--- config.mk ---
export PLATFORM = sky130hd
export DESIGN_NAME = mtbr_div
export DESIGN_NICKNAME = d
export VERILOG_FILES = /design/src/rtl/mtbr_pkg.sv /design/src/rtl/mtbr_div.sv
export SDC_FILE = /design/constraint.sdc
export NUM_CORES = 1
export LEC_CHECK = 0
export ABC_AREA = 0
export BUFFER_PORTS_ARGS = -buffer_cell sky130_fd_sc_hd__buf_4
export CORE_ASPECT_RATIO = 0.9
export CORE_UTILIZATION = 35
export DETAILED_ROUTE_END_ITERATION = 8
export PLACE_DENSITY = 0.63
export SYNTH_ARGS = -nofsm -noshare
export SYNTH_HDL_FRONTEND = slang
export SYNTH_SLANG_ARGS = --single-unit
export TNS_END_PERCENT = 10
--- constraint.sdc ---
create_clock -name clk -period 3.9 [get_ports clk]
set_input_delay 0.195 -clock clk [delete_from_list [all_inputs] [get_ports clk]]
set_output_delay 0.195 -clock clk [all_outputs]
set_load 0.005 [all_outputs]
--- src/rtl/mtbr_pkg.sv ---
`default_nettype none

package mtbr_pkg;

  // table geometry and seeding constants
  localparam int unsigned MT_STATE_WORDS  = 624;
  localparam int unsigned MT_TWIST_OFFSET = 397;
  localparam logic [31:0] MT_SEED_RESET   = 32'd4357;
  localparam logic [31:0] MT_SEED_MULT    = 32'd69069;

  // twist and tempering constants
  localparam logic [31:0] MT_TWIST_XOR = 32'h9908b0df;
  localparam logic [31:0] MT_TEMPER_B  = 32'h9d2c5680;
  localparam logic [31:0] MT_TEMPER_C  = 32'hefc60000;

  localparam int unsigned MT_WORD_W = 32;

  // standard output tempering
  function automatic logic [31:0] mt_temper(input logic [31:0] w);
    logic [31:0] y;
    y = w;
    y = y ^ (y >> 11);
    y = y ^ ((y << 7) & MT_TEMPER_B);
    y = y ^ ((y << 15) & MT_TEMPER_C);
    y = y ^ (y >> 18);
    return y;
  endfunction

endpackage

`default_nettype wire

--- src/rtl/mtbr_div.sv ---
`default_nettype none

module mtbr_div
  import mtbr_pkg::*;
(
  input  wire logic        clk,
  input  wire logic        rst,
  input  wire logic        start,
  input  wire logic [31:0] num,
  input  wire logic [31:0] den,
  output logic             done,
  output logic [31:0]      rem
);

  logic        busy;
  logic [4:0]  cnt;
  logic [31:0] num_sh;
  logic [31:0] den_r;
  logic [32:0] trial;
  logic [32:0] trial_sub;

  // one restoring step: shift in the next dividend bit, subtract if it fits
  always_comb begin
    trial     = {rem, num_sh[31]};
    trial_sub = trial - {1'b0, den_r};
  end

  // control
  always_ff @(posedge clk) begin
    if (rst) begin
      busy <= 1'b0;
      done <= 1'b0;
      cnt  <= '0;
    end else begin
      done <= 1'b0;
      if (start) begin
        busy <= 1'b1;
        cnt  <= '0;
      end else if (busy) begin
        cnt <= cnt + 5'd1;
        if (cnt == 5'd31) begin
          busy <= 1'b0;
          done <= 1'b1;
        end
      end
    end
  end

  // datapath, remainder stays below den so it fits 32 bits
  always_ff @(posedge clk) begin
    if (start) begin
      rem    <= '0;
      num_sh <= num;
      den_r  <= den;
    end else if (busy) begin
      num_sh <= {num_sh[30:0], 1'b0};
      if (trial >= {1'b0, den_r}) begin
        rem <= trial_sub[31:0];
      end else begin
        rem <= trial[31:0];
      end
    end
  end

endmodule

`default_nettype wire

# ---- Word level (Yosys, flattened, before mapping)
# Cells that the tools add are included.
dict set report classes {
  n_addsub 2
  n_lt_le_gt_ge 1
  eq_ne 1
  mux 7
  bitwise_logic 1
  n_reduce_logical 3
}
# op count
set ops {}
lappend ops {{$mux W32} 3}
lappend ops {{$ge A33 B32 Y1} 1}
lappend ops {{$sub A32 B32 Y32} 1}
lappend ops {{$add A5 B1 Y5 const B} 1}
lappend ops {{$eq A5 B5 Y1 const B} 1}
lappend ops {{$mux W1} 4}
lappend ops {{$reduce_or A3 Y1} 1}
lappend ops {{$reduce_bool A2 Y1} 1}
lappend ops {{$reduce_or A2 Y1} 1}
lappend ops {{$not A1 Y1} 1}
dict set report totals {
  register_bits 103
  in_bits 67
  out_inout_bits 33
  word_cells 21
}

# ---- Logic depth before layout (Yosys ltp)
dict set report depth {
  depth_word 4
  mapped_depth 13
  ltp_nobuf 13
}

# ---- Worst setup path before layout
# OpenSTA, ideal clock, no wires.
dict set report synth_path {
  path_kind {register -> register}
  from {register rem[15]}
  to {register rem[0]}
  setup_time_ps 86
  arrival_ps 2774
  required_time_ps 3814
  setup_slack_ps 1040
  stages_incl_launch_ff 11
  n_path_buf 1
  period_less_slack_ps 2860
  cell_sequence {dfxtp_1 ha_1 buf_2 and4_1 nand4_1 nor4_2 nor3_2 o31a_1 o311ai_4 mux2_2 a211oi_1}
}
dict set report synth_via {
  elab_chain_cells 2
}
# item line_no
set synth_rtl {}
lappend synth_rtl {{start, declared} mtbr_div.sv:12} ;# output logic [31:0] rem
lappend synth_rtl {{start signal, assigned} mtbr_div.sv:58} ;# rem <= trial_sub[31:0];
lappend synth_rtl {{start signal, assigned} mtbr_div.sv:60} ;# rem <= trial[31:0];
lappend synth_rtl {{$ge A33 B32 Y1} mtbr_div.sv:57} ;# if (trial >= {1'b0, den_r}) begin
lappend synth_rtl {{$mux W32} mtbr_div.sv:57}
# No other way between the ends.
# A chain may end at the register's enable or synchronous reset.

# ---- Worst setup path in the final report
dict set report layout_path {
  from {register den_r[16]}
  to {register rem[16]}
}
dict set report layout_via {
  elab_chain_cells 2
  elab_cells_between_ends 3
  classes_between {add/sub: 1; order compare: 1; mux: 1}
}
# item line_no
set layout_rtl {}
lappend layout_rtl {{start, declared} mtbr_div.sv:18} ;# logic [31:0] den_r;
lappend layout_rtl {{start signal, assigned} mtbr_div.sv:54} ;# den_r <= den;
lappend layout_rtl {{$sub A32 B32 Y32 / $ge A33 B32 Y1 (equally long branches)} {mtbr_div.sv:25, mtbr_div.sv:57}}
lappend layout_rtl {{$mux W32 (*)} mtbr_div.sv:57}
# Mark *: on every way between the ends. The rest lies on a longest branch, timed or not.

==> reports/metrics.csv <==
stage,metric,value,unit
timing,finalMaxSlewViolations,0,
layout,final_common_cell,buf_4,
place,place.gp.congestion,0.903,
routing,drt_iter0_markers,275,
layout,finalNonFillerCells,861,
synthesis,yosys_warnings,0,
synthesis,synth_compound_area_share,13.9,%
floorplanning,die-area,17000,um2
synthesis,synthMuxAreaShare,11.5,%
timing,hold_viol,0,
clock_network,cts.sinks,103,
worst_hold_path,hold_class,in2reg,
layout,utilization,44.4,%
clock_network,htreeDepth,3,
synthesis,synthSimpleGateAreaFrac,10.1,%
layout,fin_area,7140,um2
clock_network,clk_pin_slew,0.07,ns
clock_network,root_buffer,clkbuf_16,
synthesis,synth_xor_area_share,5.03,%
routing,vias,4348,
clock_network,cts_tree,yes,
layout,diodes,0,
timing,relSlewSlack,18.0,%
place,post-place-ws,0.735,ns
layout,final_cell_mix,"buf_4, edfxtp_1, inv_1, nor2_1",
floorplanning,fp.coreArea,16100,um2
floorplanning,die_width,137,um
routing,route.detailed.drc,0,
global_route,antenna_found_initial,0,
pwr,total_power,3.02,mW
pwr,powerDensity,423,nW/um2
timing,rsz0062_at_grt,no,
routing,drtAntennaViolNets,0,
floorplanning,rows,44,
timing,tightestPinTransition,1.23,ns
timing,setup_viol_count_final,0,
global_route,grt_max_degree,63,
place,dpl-instance-area,6680,um2
clock_network,numCtsBuffers,9,
synthesis,seq_area_frac_synth,47.0,%
place,dp_cells,834,
global_route,grt_usage,16.2,%
synthesis,synth-adder-area-share,7.74,%
synthesis,synth_ff_type,edfxtp_1,
timing,min_period_over_period,82.1,%
synthesis,synth_cell_types,50,
critical_path,crit_path_end_kind,flip-flop,
routing,wire_per_inst,15.0,um
timing,timing.final.ws_setup,0.697,ns
place,dpl.hpwl,9390,um
floorplanning,ios,100,
pwr,vdd_drop_max,227,uV
synthesis,synth_top_cell_by_area,edfxtp_1,
floorplanning,initial_core_util,35.8,%
layout,area_delta_synth_final,24.1,%
routing,firstDrtPassIters,7,
timing,fin_worst_skew,0.00906,ns
routing,viasPerCell,5.05,
critical_path,required,4.11,ns
global_route,grt_first_pass_wirelength,21100,um
synthesis,synth_area_leaders,"edfxtp_1, dfxtp_1, ha_1, mux2_2, mux2i_1",
clock_network,worstSkewPairLatency,0.36,ns
layout,nets,751,
floorplanning,die_y,124,um
clock_network,clk_path_buf_depth,2,
synthesis,syn_inst,546,
run,maxCapViolations,0,
critical_path,timing_worst_setup_path_type,reg2reg,
synthesis,yosysTopAreaCellShare,33.4,%
layout,drive_gt1_share,24.3,%
synthesis,synth_top_family_by_area,compound AO/OA/AOI/OAI gates,
synthesis,synth_area,5750,um2
critical_path,critical_path_arrival,3.41,ns
routing,drt-total-wl,12900,um
global_route,grt_pass1_vias,4238,
global_route,overflow,0,
timing,timing.hold.ws,0.0147,ns
synthesis,synth_enable_flop_cells,64,
synthesis,syn_nets,648,
timing,period_minus_slack,3.20,ns
timing,tns,0,ns
place,io_buffers,99,
critical_path,crit_path_start_kind,flip-flop,
pwr,p_leak,3.04,nW
synthesis,avgSynthCellArea,10.5,um2
timing,timing.fmax,0.312,GHz
synthesis,synth_seq_cells,103,
outcome,status,"complete, no violations",
synthesis,async_flop_share,0,%
critical_path,cp_max_fo,16,
[cells in the mapped netlist, drive strengths merged (4+ instances only)]
cell type	n
edfxtp	64
inv	42
nor2	42
dfxtp	39
a21oi	38
nand2	35
ha	34
mux2	32
mux2i	30
a211oi	26
o21ai	23
xnor2	17
xor2	16
clkbuf	15
a21o	12
nand3	11
buf	8
nand4	7
nand2b	6
nor3	6
o22ai	4
[logic make-up after synthesis]
kind of cell    count (synthesis)
compound gates                124
xor+xnor                       33
fa+ha+maj                      35
buf+inv                        65
flops                         103
mux                            62
simple gates                  124
[critical path, stage by stage, from the launching register on]
cell      delay, ns
edfxtp_1       0.33
inv_1          0.04
ha_1           0.41
and4_1         0.27
nand4_1        0.13
nor4_2         0.37
nor3_2         0.12
o31a_1         0.35
o311ai_4       0.31
buf_4          0.35
mux2i_1        0.27
a211oi_1       0.10
[worst paths after layout]
path / start / end / slack, ns / cells after the start
max: den_r[16] / rem[16] / 0.70 / 11
min: den[9] / den_r[9] / 0.01 / 1
max reg2reg: den_r[16] / rem[16] / 0.70 / 11
min reg2reg: rem[27] / rem[27] / 0.51 / 2
[state kept, by name, summed over array words and instances, names as in the netlist]
name	count
cnt	5
busy	1
num_sh	32
den_r	32
rem	32
done	1
[power breakdown]
part / internal (mW) / switching [mW]
logic: 0.315 / 0.351
clock network: 0.643 / 0.404
registers: 1.26 / 0.0479
[cell type report]
cell class	instances	area [um2]
clock buffer	10	239
multi-input combinational	378	2780
fill	1514	8940
tap	207	259
sequential	103	2700
inverter	42	158
clock inverter	6	108
timing repair buffer	115	891
[what timing repair did]
| action | CTS | global route |
|---|---|---|
| hold buffers | 4 | 7 |
| buffers inserted | 0 | 0 |
| resized for setup | 0 | 0 |
| endpoints found under the hold margin | 4 | 7 |
[routing by layer]
layer	share of wire (%)	GRT usage [%]
met4	1.5	5.98
met2	45	24.5
met3	4.7	4.15
met1	49	22.2
met5	0	0
Power figures use the tool's default switching activity.
